### src/rtl/core/assert_macros.svh
// Assertion helpers; empty when SYNTHESIS is defined.
`ifndef ASSERT_MACROS_SVH
`define ASSERT_MACROS_SVH

`ifndef SYNTHESIS
// antecedent implies consequent in the same cycle
`define ASSERT_IMPL(lbl, clk, rstn, ante, cons) \
	lbl: assert property (@(posedge clk) disable iff (!(rstn)) (ante) |-> (cons)) \
		else $error("assertion failed");
// antecedent implies consequent in the next cycle
`define ASSERT_NEXT(lbl, clk, rstn, ante, cons) \
	lbl: assert property (@(posedge clk) disable iff (!(rstn)) (ante) |=> (cons)) \
		else $error("assertion failed");
`else
`define ASSERT_IMPL(lbl, clk, rstn, ante, cons)
`define ASSERT_NEXT(lbl, clk, rstn, ante, cons)
`endif

`endif

### src/rtl/core/uttip_pkg.sv
package uttip_pkg;

	localparam int CODE_W     = 21;
	localparam int RESULT_W   = 64;
	localparam int BASE_W     = 6;
	localparam int DIGIT_W    = 6;
	localparam int CFG_IDX_W  = 2;
	localparam int CFG_DATA_W = 6;

	// register indexes
	localparam logic [CFG_IDX_W-1:0] REG_NUMBER_BASE  = 2'd0;
	localparam logic [CFG_IDX_W-1:0] REG_ALLOW_PLUS   = 2'd1;
	localparam logic [CFG_IDX_W-1:0] REG_ALLOW_ZERO   = 2'd2;
	localparam logic [CFG_IDX_W-1:0] REG_WIDTH_SELECT = 2'd3;

	// result width select codes
	localparam logic [1:0] WSEL_8  = 2'd0;
	localparam logic [1:0] WSEL_16 = 2'd1;
	localparam logic [1:0] WSEL_32 = 2'd2;
	localparam logic [1:0] WSEL_64 = 2'd3;

	// character codes
	localparam logic [CODE_W-1:0] CH_PLUS    = 21'h2B;
	localparam logic [CODE_W-1:0] CH_ZERO    = 21'h30;
	localparam logic [CODE_W-1:0] CH_NINE    = 21'h39;
	localparam logic [CODE_W-1:0] CH_UPPER_A = 21'h41;
	localparam logic [CODE_W-1:0] CH_UPPER_Z = 21'h5A;
	localparam logic [CODE_W-1:0] CH_LOWER_A = 21'h61;
	localparam logic [CODE_W-1:0] CH_LOWER_Z = 21'h7A;

	localparam logic [BASE_W-1:0] BASE_RESET = 6'd10;

	typedef struct packed {
		logic [BASE_W-1:0] number_base;
		logic              allow_plus;
		logic              allow_zero;
		logic [1:0]        width_sel;
	} cfg_t;

	typedef struct packed {
		logic failed;
		logic at_start;
		logic first_zero;
		logic saw_digit;
	} flags_t;

	localparam flags_t FLAGS_RESET = '{failed: 1'b0, at_start: 1'b1,
		first_zero: 1'b0, saw_digit: 1'b0};

endpackage

### src/rtl/core/uttip_if.sv
interface uttip_char_if;
	import uttip_pkg::*;

	logic              valid;
	logic              ready;
	logic [CODE_W-1:0] code_unit;
	logic              last_unit;

	modport source(output valid, code_unit, last_unit, input ready);
	modport sink(input valid, code_unit, last_unit, output ready);
endinterface

interface uttip_result_if;
	import uttip_pkg::*;

	logic                valid;
	logic                ready;
	logic                parse_ok;
	logic [RESULT_W-1:0] parsed_value;

	modport source(output valid, parse_ok, parsed_value, input ready);
	modport sink(input valid, parse_ok, parsed_value, output ready);
endinterface

### src/rtl/core/uttip_step.sv
// One character step: prefix checks, digit decode, multiply-add with limit check.
module uttip_step #(
	parameter int W = 64
) (
	input  uttip_pkg::cfg_t              cfg,
	input  uttip_pkg::flags_t            flags_i,
	input  logic [W-1:0]                 acc_i,
	input  logic [uttip_pkg::CODE_W-1:0] code_unit,
	input  logic                         last_unit,
	output uttip_pkg::flags_t            flags_o,
	output logic [W-1:0]                 acc_o,
	output logic                         parse_ok,
	output logic [W-1:0]                 parsed_value
);
	import uttip_pkg::*;

	logic               dig_ok;
	logic [DIGIT_W-1:0] digit;
	logic [6:0]         lim_bits;
	logic [W-1:0]       lim;
	logic [W+5:0]       prod;
	logic [W+6:0]       sum;
	logic               ovf;
	logic               take;

	// digit decode, letters case-insensitive
	always_comb begin
		dig_ok = 1'b1;
		digit  = '0;
		if (code_unit inside {[CH_ZERO:CH_NINE]}) begin
			digit = DIGIT_W'(code_unit - CH_ZERO);
		end else if (code_unit inside {[CH_UPPER_A:CH_UPPER_Z]}) begin
			digit = DIGIT_W'(code_unit - CH_UPPER_A) + DIGIT_W'(10);
		end else if (code_unit inside {[CH_LOWER_A:CH_LOWER_Z]}) begin
			digit = DIGIT_W'(code_unit - CH_LOWER_A) + DIGIT_W'(10);
		end else begin
			dig_ok = 1'b0;
		end
	end

	// limit of the selected width, capped at W
	always_comb begin
		case (cfg.width_sel)
			WSEL_8:  lim_bits = 7'd8;
			WSEL_16: lim_bits = 7'd16;
			WSEL_32: lim_bits = 7'd32;
			WSEL_64: lim_bits = 7'd64;
			default: lim_bits = 7'd64;
		endcase
		if (32'(lim_bits) >= W) begin
			lim = '1;
		end else begin
			lim = (W'(1) << lim_bits) - W'(1);
		end
	end

	// acc*base+d > lim  <=>  acc > (lim-d)/base
	assign prod = (W+6)'(acc_i) * (W+6)'(cfg.number_base);
	assign sum  = (W+7)'(prod) + (W+7)'(digit);
	assign ovf  = sum > (W+7)'(lim);

	always_comb begin
		flags_o      = flags_i;
		acc_o        = acc_i;
		take         = 1'b1;
		parse_ok     = 1'b0;
		parsed_value = '0;

		if (flags_i.at_start) begin
			flags_o.at_start   = 1'b0;
			flags_o.first_zero = (code_unit == CH_ZERO);
			if (code_unit == CH_PLUS) begin
				if (!cfg.allow_plus) flags_o.failed = 1'b1;
				take = 1'b0;
			end
		end else if (flags_i.first_zero) begin
			// only the very first unit is checked for a leading zero
			if (!cfg.allow_zero) flags_o.failed = 1'b1;
			flags_o.first_zero = 1'b0;
		end

		if (take && !flags_o.failed) begin
			if (!dig_ok || digit >= cfg.number_base || ovf) begin
				flags_o.failed = 1'b1;
			end else begin
				acc_o             = sum[W-1:0];
				flags_o.saw_digit = 1'b1;
			end
		end

		parse_ok     = !flags_o.failed && flags_o.saw_digit;
		parsed_value = parse_ok ? acc_o : '0;

		if (last_unit) begin
			acc_o   = '0;
			flags_o = FLAGS_RESET;
		end
	end
endmodule

### src/rtl/core/unsigned_text_to_integer_parser_unit.sv
// Timing: a request taken sits in the input stage; the character is processed
//   as it leaves that stage, and for a last character the result is registered then.
// Throughput: one character per cycle, including back-to-back strings, while held
//   results are taken; the accumulator loop (one 64x6 multiply-add and limit compare) is combinational.
// Reset (arst_n low, asynchronous): pipeline empty, string state cleared,
//   registers return to base 10, no plus, no leading zero, 64-bit limit.
`include "assert_macros.svh"

module unsigned_text_to_integer_parser_unit #(
	parameter int MAX_VALUE_BITS = 64
) (
	input  logic                             clk,
	input  logic                             arst_n,
	uttip_char_if.sink                       chars,
	uttip_result_if.source                   results,
	input  logic                             cfg_we,
	input  logic [uttip_pkg::CFG_IDX_W-1:0]  cfg_index,
	input  logic [uttip_pkg::CFG_DATA_W-1:0] cfg_data
);
	import uttip_pkg::*;

	// configuration registers
	cfg_t cfg_q;

	// input stage: one character waiting to be processed
	logic              valid_s1;
	logic [CODE_W-1:0] code_s1;
	logic              last_s1;

	// per-string state, updated as each character leaves the input stage
	logic [MAX_VALUE_BITS-1:0] acc_q;
	flags_t                    flags_q;

	// result register
	logic                      out_valid_q;
	logic                      ok_q;
	logic [MAX_VALUE_BITS-1:0] value_q;

	// step outputs
	flags_t                    flags_n;
	logic [MAX_VALUE_BITS-1:0] acc_n;
	logic                      step_ok;
	logic [MAX_VALUE_BITS-1:0] step_value;

	logic out_free;
	logic go_s1;
	logic take_in;

	// A non-last character always moves on; a last one needs the result slot,
	// which frees in the same cycle the sink takes the held result.
	assign out_free = !out_valid_q || results.ready;
	assign go_s1    = valid_s1 && (!last_s1 || out_free);
	assign take_in  = chars.valid && chars.ready;

	assign chars.ready = !valid_s1 || go_s1;

	always_ff @(posedge clk or negedge arst_n) begin
		if (!arst_n) begin
			cfg_q.number_base <= BASE_RESET;
			cfg_q.allow_plus  <= 1'b0;
			cfg_q.allow_zero  <= 1'b0;
			cfg_q.width_sel   <= WSEL_64;
		end else if (cfg_we) begin
			case (cfg_index)
				REG_NUMBER_BASE:  cfg_q.number_base <= cfg_data;
				REG_ALLOW_PLUS:   cfg_q.allow_plus  <= cfg_data[0];
				REG_ALLOW_ZERO:   cfg_q.allow_zero  <= cfg_data[0];
				REG_WIDTH_SELECT: cfg_q.width_sel   <= cfg_data[1:0];
				default: ;
			endcase
		end
	end

	// control of the input stage, the per-string state and the result register
	always_ff @(posedge clk or negedge arst_n) begin
		if (!arst_n) begin
			valid_s1    <= 1'b0;
			out_valid_q <= 1'b0;
			acc_q       <= '0;
			flags_q     <= FLAGS_RESET;
		end else begin
			if (take_in) begin
				valid_s1 <= 1'b1;
			end else if (go_s1) begin
				valid_s1 <= 1'b0;
			end

			if (go_s1) begin
				acc_q   <= acc_n;
				flags_q <= flags_n;
			end

			if (go_s1 && last_s1) begin
				out_valid_q <= 1'b1;
			end else if (results.ready) begin
				out_valid_q <= 1'b0;
			end
		end
	end

	// payload registers
	always_ff @(posedge clk) begin
		if (take_in) begin
			code_s1 <= chars.code_unit;
			last_s1 <= chars.last_unit;
		end
		if (go_s1 && last_s1) begin
			ok_q    <= step_ok;
			value_q <= step_value;
		end
	end

	uttip_step #(
		.W(MAX_VALUE_BITS)
	) u_step (
		.cfg         (cfg_q),
		.flags_i     (flags_q),
		.acc_i       (acc_q),
		.code_unit   (code_s1),
		.last_unit   (last_s1),
		.flags_o     (flags_n),
		.acc_o       (acc_n),
		.parse_ok    (step_ok),
		.parsed_value(step_value)
	);

	assign results.valid        = out_valid_q;
	assign results.parse_ok     = ok_q;
	assign results.parsed_value = RESULT_W'(value_q);

	// a failed string reports zero
	`ASSERT_IMPL(a_fail_zero, clk, arst_n, results.valid && !results.parse_ok, results.parsed_value == '0)
	// a closed string leaves cleared state behind
	`ASSERT_NEXT(a_string_clear, clk, arst_n, go_s1 && last_s1, flags_q.at_start && acc_q == '0 && !flags_q.failed)
	// a last character blocked by a full result slot stays in the input stage
	`ASSERT_NEXT(a_hold_last, clk, arst_n, valid_s1 && last_s1 && !out_free, valid_s1 && last_s1 && out_valid_q)
endmodule

### src/flat_wrapper.sv
// flat-port wrapper written by rule: the top's interface ports become plain ports
module unsigned_text_to_integer_parser_unit_flat import uttip_pkg::*;
#(
	parameter int MAX_VALUE_BITS = 64
)
  (clk, arst_n, cfg_we, cfg_index, cfg_data, chars_valid, chars_code_unit, chars_last_unit, chars_ready, results_valid, results_parse_ok, results_parsed_value, results_ready);
  uttip_char_if chars_i ();
  uttip_result_if results_i ();
  input  logic clk;
  input  logic arst_n;
  input  logic cfg_we;
  input  logic [uttip_pkg::CFG_IDX_W-1:0] cfg_index;
  input  logic [uttip_pkg::CFG_DATA_W-1:0] cfg_data;
  input wire logic [$bits(chars_i.valid)-1:0] chars_valid;
  input wire logic [$bits(chars_i.code_unit)-1:0] chars_code_unit;
  input wire logic [$bits(chars_i.last_unit)-1:0] chars_last_unit;
  output wire logic [$bits(chars_i.ready)-1:0] chars_ready;
  output wire logic [$bits(results_i.valid)-1:0] results_valid;
  output wire logic [$bits(results_i.parse_ok)-1:0] results_parse_ok;
  output wire logic [$bits(results_i.parsed_value)-1:0] results_parsed_value;
  input wire logic [$bits(results_i.ready)-1:0] results_ready;
  assign chars_i.valid = chars_valid;
  assign chars_i.code_unit = chars_code_unit;
  assign chars_i.last_unit = chars_last_unit;
  assign chars_ready = chars_i.ready;
  assign results_valid = results_i.valid;
  assign results_parse_ok = results_i.parse_ok;
  assign results_parsed_value = results_i.parsed_value;
  assign results_i.ready = results_ready;
  unsigned_text_to_integer_parser_unit #(.MAX_VALUE_BITS(MAX_VALUE_BITS)) u_core (.clk(clk), .arst_n(arst_n), .chars(chars_i), .results(results_i), .cfg_we(cfg_we), .cfg_index(cfg_index), .cfg_data(cfg_data));
endmodule
### config.mk
export PLATFORM = sky130hd
export DESIGN_NAME = unsigned_text_to_integer_parser_unit_flat
export DESIGN_NICKNAME = d
export VERILOG_FILES = /design/src/rtl/core/uttip_pkg.sv /design/src/rtl/core/uttip_if.sv /design/src/rtl/core/uttip_step.sv /design/src/rtl/core/unsigned_text_to_integer_parser_unit.sv /design/src/flat_wrapper.sv
export VERILOG_INCLUDE_DIRS = /design/src /design/src/rtl/core
export SDC_FILE = /design/constraint.sdc
export NUM_CORES = 1
export LEC_CHECK = 0
export BUFFER_PORTS_ARGS = -buffer_cell sky130_fd_sc_hd__buf_4
export CORE_UTILIZATION = 25
export DETAILED_ROUTE_END_ITERATION = 12
export SETUP_SLACK_MARGIN = 0.3
export SLEW_MARGIN = 10
export SYNTH_ARGS = -nofsm -noshare
export SYNTH_HDL_FRONTEND = slang
export SYNTH_HIERARCHICAL = 1
export SYNTH_SLANG_ARGS = --single-unit
### constraint.sdc
create_clock -name clk -period 7.65 [get_ports clk]
set_input_delay 1.53 -clock clk [delete_from_list [all_inputs] [get_ports clk]]
set_output_delay 1.53 -clock clk [all_outputs]
set_load 0.03 [all_outputs]
# Word-level counts from Yosys, hierarchy flattened
# Cells that the tools add are included.
# word_totals
reg_bits	167
input_bits	35
out_inout_bits	67
elab_cells	96
# op_classes
n_addsub	7
n_mul	1
magnitude_cmp	9
n_eq_ne	8
n_shift	1
n_mux	28
n_reduce_logical	27
# ops
op	n
$mux W64	4
$add A70 B6 Y71	1
$gt A71 B64 Y1	1
$mul A64 B6 Y70	1
$shl A1 B7 Y64 const A	1
$sub A64 B2 Y64 const B	1
$eq A21 B6 Y1 const B	2
$ge A21 B7 Y1 const B	2
$le A21 B7 Y1 const B	2
$pmux W7 S4	1
$ge A21 B6 Y1 const B	1
$le A21 B6 Y1 const B	1
$mux W1	19
$mux W6	3
$add A6 B4 Y6 const B	2
$sub A6 B6 Y6 const B	2
$eq A2 B2 Y1 const B	4
$logic_and A1 B1 Y1	8
$reduce_and A2 Y1	4
$ge A7 B7 Y1 const B	1
$ge A6 B6 Y1	1
$logic_not A1 Y1	6
$sub A6 B1 Y6 const B	1
$logic_or A1 B1 Y1	5
other kinds (4)	7

# Logic depth before layout (Yosys ltp)
# depth
ltp_word	12
ltp_mapped	37
depth_no_buf	35

# Hierarchy
# The synthesis kept the hierarchy.
# modules_own_cells
module	n_inst	cells_each	area_per_inst_um2	seq_area_each_um2
uttip_step	1	2367	17968.5	0.0
unsigned_text_to_integer_parser_unit	1	508	6949.2	4620.7

# Worst setup path after synthesis
# No wires, ideal clock.
# synth_timing
kind	register to register
startpoint	register u_core/cfg_q[7] (netlist bit)
endpoint	register u_core.acc_q[47]
setup_time_ns	0.128
arrival_ns	7.873
required_ns	7.522
setup_slack_ns	-0.351
path_stages_with_launch	34
path_buffers	4
period_less_slack_ns	8.001
cell_sequence	dfstp_2 -> clkbuf_1 -> clkbuf_1 -> nand2_1 -> fa_1 -> inv_1 -> fa_1 -> fa_1 -> ha_1 -> ha_1 -> clkbuf_2 -> nand2_1 -> or4_1 -> or3b_1 -> o211ai_2 -> o41a_1 -> a21oi_1 -> o31ai_1 -> xnor2_1 -> inv_1 -> ha_1 -> nand2_1 -> nor3_1 -> nand2_1 -> nor4_1 -> nand3_1 -> o22a_1 -> a22oi_1 -> o2111ai_2 -> nor4_4 -> buf_2 -> mux2_1 -> nand2_1 -> o211ai_2
# synth_via
elab_chain_cells	7
word_cells_on_any_way	9
classes_between	add/sub (1); mul (1); order compare (2); mux (3); reduce/logical (2)
# synth_lines
item	line	text
from (decl)	unsigned_text_to_integer_parser_unit.sv:23	cfg_t cfg_q;
$mul A64 B6 Y70	uttip_step.sv:58	assign prod = (W+6)'(acc_i) * (W+6)'(cfg.number_base);
$add A70 B6 Y71	uttip_step.sv:59	assign sum = (W+7)'(prod) + (W+7)'(digit);
$gt A71 B64 Y1	uttip_step.sv:60	assign ovf = sum > (W+7)'(lim);
$logic_or A1 B1 Y1	uttip_step.sv:83	if (!dig_ok || digit >= cfg.number_base || ovf) begin
$mux W64 (*)	uttip_step.sv:83	
$mux W64 (*)	uttip_step.sv:82	if (take && !flags_o.failed) begin
$mux W64 (*)	uttip_step.sv:94	if (last_unit) begin
via u_core.acc_n[47]	unsigned_text_to_integer_parser_unit.sv:41	logic [MAX_VALUE_BITS-1:0] acc_n;
to (signal assigned)	unsigned_text_to_integer_parser_unit.sv:89	acc_q <= acc_n;
to (decl)	unsigned_text_to_integer_parser_unit.sv:31	logic [MAX_VALUE_BITS-1:0] acc_q;
# Mark *: on every way through the listed nets, which the timed path passes. The rest lies on a longest branch.
# A chain may end at the register's enable or synchronous reset.

# Worst setup path in the final report
# layout_timing
startpoint	register u_core/cfg_q[5] (netlist bit)
endpoint	register u_core.acc_q[24]
# The elaborated chain is that of the path after synthesis.

==> flow_summary.yaml <==
outcome:
  status: "complete, but fails checks"
  violations: "setup timing"
synthesis:
  synth_seq_cells: 167
  ys_types: 89
  synth_compound_area_share_pct: 13.9
  synth_area_per_cell_um2: 8.67
  yosysSeqAreaShare_pct: 18.5
  synth_simple_gate_area_share_pct: 22.6
  synth_area_mm2: 0.0249
  syn-num-nets: 3380
  synthMuxAreaShare_pct: 3.17
  ys_warn_count: 6
  syn_inst: 2875
  synth_ff_type: "edfxtp_1"
  synth-adder-area-share_pct: 31.2
  synth_top_family_by_area: "adder cells"
  synth_xor_area_share_pct: 2.39
  ys_async_sr_fraction_pct: 47.9
  synth_edf_count: 87
cts:
  cts_tree: "built"
  cts.path.max_buffers: 2
  hold_buffers: 0
  clk_latency_ns: 0.53
  cts.reportedPaths.clkPinSlew_ns: 0.10
  htree_num_levels: 4
  cts_buffers: 17
  clock-sinks: 167
  cts_root_buf: "clkbuf_16"
global_route:
  grt-ovfl-total: 0
  grt.total_usage_pct: 16.0
  grt_pass1_wl_um: 127000
  grt_max_degree: 101
  antenna_found_initial: 3
  grt_pass1_vias: 22700
timing:
  max_slew_margin_pct: 21.1
  fin_crit_sh_pct: 106
  fmax_ghz: 0.124
  setup_slack_ns: -0.441
  drv_slew: 0
  hold_slack_ns: 0.517
  finalCriticalPeriod_ns: 8.09
  rsz0062_at_grt: "true"
  finalHoldViolations: 0
  setup_viol: 116
  tightest_slew_ns: 1.18
  finClkSkew_ns: 0.0222
power:
  p_leak_uw: 0.0152
  power_uw: 2570
  vdd_drop_max_mv: 0.185
  power_density_mw_per_mm2: 79.2
cells_and_area:
  area_growth_pct: 30.1
  layout_common_cells: "buf_4, nand2_1, inv_1, fa_1, ha_1"
  multi_input_area_mm2: 0.0193
  diodes: 0
  postLayoutCellArea_mm2: 0.0324
  final_common_cell: "buf_4"
  instances_no_fill: 4628
  final_core_util_pct: 32.9
  regArea_mm2: 0.00463
  drive_gt1_share_pct: 27.2
  final_nets: 3833
  fillers: 10100
drt:
  dr.first_iter.drc_count: 1463
  dr.pass1.iters: 7
  wirelength_um: 81200
  num_vias: 22300
  final_antenna_net_count: 0
  wire_per_inst_um: 17.5
  avgViaCountPerCell: 4.81
  route.detailed.drc: 0
floorplan:
  fp-row-count: 115
  num_io_pins: 102
  die_h_um: 318
  die_area_mm2: 0.101
  die_x_um: 318
  start_util_pct: 25.3
  core_mm2: 0.0986
critical_path:
  rr_endpoint: "u_core/acc_q[24]$_DFFE_PN0P_"
  worstPathRequired_ns: 8.08
  critPathKind: "flip-flop to flip-flop"
  ff2ff_path_depth: 36
  cpMostUsedCell: "buf_12"
  r2r_setup_slack_ns: -0.44
  cp-end-kind: "flip-flop"
  cp_data_arrival_time_ns: 8.52
  cp_slowest_cell: "dfstp_2"
  crit_path_max_incr_delay_ns: 0.62
  cp-start-kind: "flip-flop"
  worstSetupStartpoint: "u_core/cfg_q[5]$_DFFE_PN1P_"
  worst-path-max-fanout: 8
  crit_path_end: "u_core/acc_q[24]$_DFFE_PN0P_"
  rr_startpoint: "u_core/cfg_q[5]$_DFFE_PN1P_"
worst_hold_path:
  hold_class: "flip-flop to flip-flop"
placement:
  port_buffers: 101
  dpl.cell_count: 4550
  dp_hpwl_um: 61200
  place_congestion: 0.927
  placed_cell_area_mm2: 0.0304
run:
  drv_cap: 0
## cell type report
type | instances | area share, %
timing repair buffer | 624 | 15.9
tap | 1287 | 4.97
clock buffer | 20 | 1.44
multi-input combinational | 2205 | 59.5
clock inverter | 12 | 0.328
sequential | 167 | 14.3
inverter | 313 | 3.62
## per-stage QoR
step,worst slack (ns),TNS (ns)
after floorplan,0.249,0
after global placement,-0.848,-75.41
after detailed placement,-0.845,-68.27
after CTS,-0.490,-32.45
after global routing,-0.829,-67.37
final,-0.441,-27.93
## synthesized netlist by cell type, types with 8 or more instances
cell type / instances / area, um2
o211ai_1: 57 / 428
o21a_1: 10 / 75.1
a21oi_1: 114 / 571
nor4_1: 10 / 62.6
nand4_1: 37 / 231
o31ai_1: 33 / 248
o31ai_2: 40 / 500
nor2b_1: 44 / 275
o21ai_0: 58 / 290
and2_1: 154 / 963
xor2_1: 27 / 236
nand2_1: 537 / 2020
clkbuf_1: 109 / 409
a211oi_1: 8 / 60.1
nor2_1: 110 / 413
fa_1: 252 / 5040
nor3_1: 17 / 85.1
and3_1: 11 / 68.8
o21bai_1: 15 / 113
o211ai_2: 21 / 263
buf_2: 38 / 190
dfrtp_1: 75 / 1880
a21o_1: 30 / 225
inv_1: 313 / 1170
edfxtp_1: 87 / 2610
mux2_1: 28 / 315
a31oi_1: 15 / 93.8
mux2_2: 12 / 135
o21ai_1: 9 / 45.0
ha_1: 218 / 2730
nand2b_1: 74 / 463
nand3_1: 30 / 150
xnor2_1: 41 / 359
buf_1: 29 / 109
nand4b_1: 70 / 613
mux2i_1: 34 / 340
## routing by layer
metal	track usage, %	vias up	share of wire, %	routed length, um
li1	-	10500	-	-
met1	21.4	11100	46	37400
met2	26.3	553	47	38200
met3	2.24	92	4.6	3740
met4	5.23	2	2.3	1870
met5	0	-	0.012	10
## worst min-delay path by stage
stage,start,endpoint,cells past startpoint
floorplan,u_core/cfg_q[3]$_DFFE_PN0P_,u_core/cfg_q[3]$_DFFE_PN0P_,1
global placement,u_core/cfg_q[2]$_DFFE_PN0P_,u_core/cfg_q[2]$_DFFE_PN0P_,1
detailed placement,u_core/cfg_q[3]$_DFFE_PN0P_,u_core/cfg_q[3]$_DFFE_PN0P_,1
CTS,u_core/cfg_q[3]$_DFFE_PN0P_,u_core/cfg_q[3]$_DFFE_PN0P_,1
global route,u_core/cfg_q[3]$_DFFE_PN0P_,u_core/cfg_q[3]$_DFFE_PN0P_,1
finish,u_core/cfg_q[3]$_DFFE_PN0P_,u_core/cfg_q[3]$_DFFE_PN0P_,1
## report_power, final
part / switching, uW / leakage (uW) / internal (uW)
sequential: 37.2 / 0.00192 / 987
combinational: 385 / 0.0130 / 228
clock: 478 / 0.000278 / 452
total: 901 / 0.0152 / 1670
## state kept, by name (all words and copies together) (netlist names)
name and count:
u_core/results.parse_ok 1, u_core/results.valid 1, u_core/cfg_q 10, u_core/code_s1 21, u_core/valid_s1 1, u_core/flags_q 4
u_core/last_s1 1, u_core/results.parsed_value 64, u_core/acc_q 64
## critical path, delay by kind of cell, from the launching register on
kind                       cells  cell delay (ns)
buffers and inverters          9             1.21
AOI/OAI and AO/OA              8             1.46
DFF                            1             0.62
adders and majority gates      6             2.35
and+or+nand+nor               11             1.99
xor gates and xnor gates       1             0.17
muxes                          1             0.17
## logic make-up (layout without fill, tap and decap cells)
logic type      after synthesis  count (layout)
fa+ha+maj                   470             470
buf+inv                     503             969
mux                          74              74
xor+xnor                     68              68
simple gates               1126            1126
flops                       167             167
compound gates              467             467
## what timing repair did
item	in CTS	in global routing
gates resized for setup	46	126
endpoints found under the setup margin	131	131
gates cloned	1	3
setup buffers	24	18
pin swaps	14	58
(Power assumes the default switching activity.)
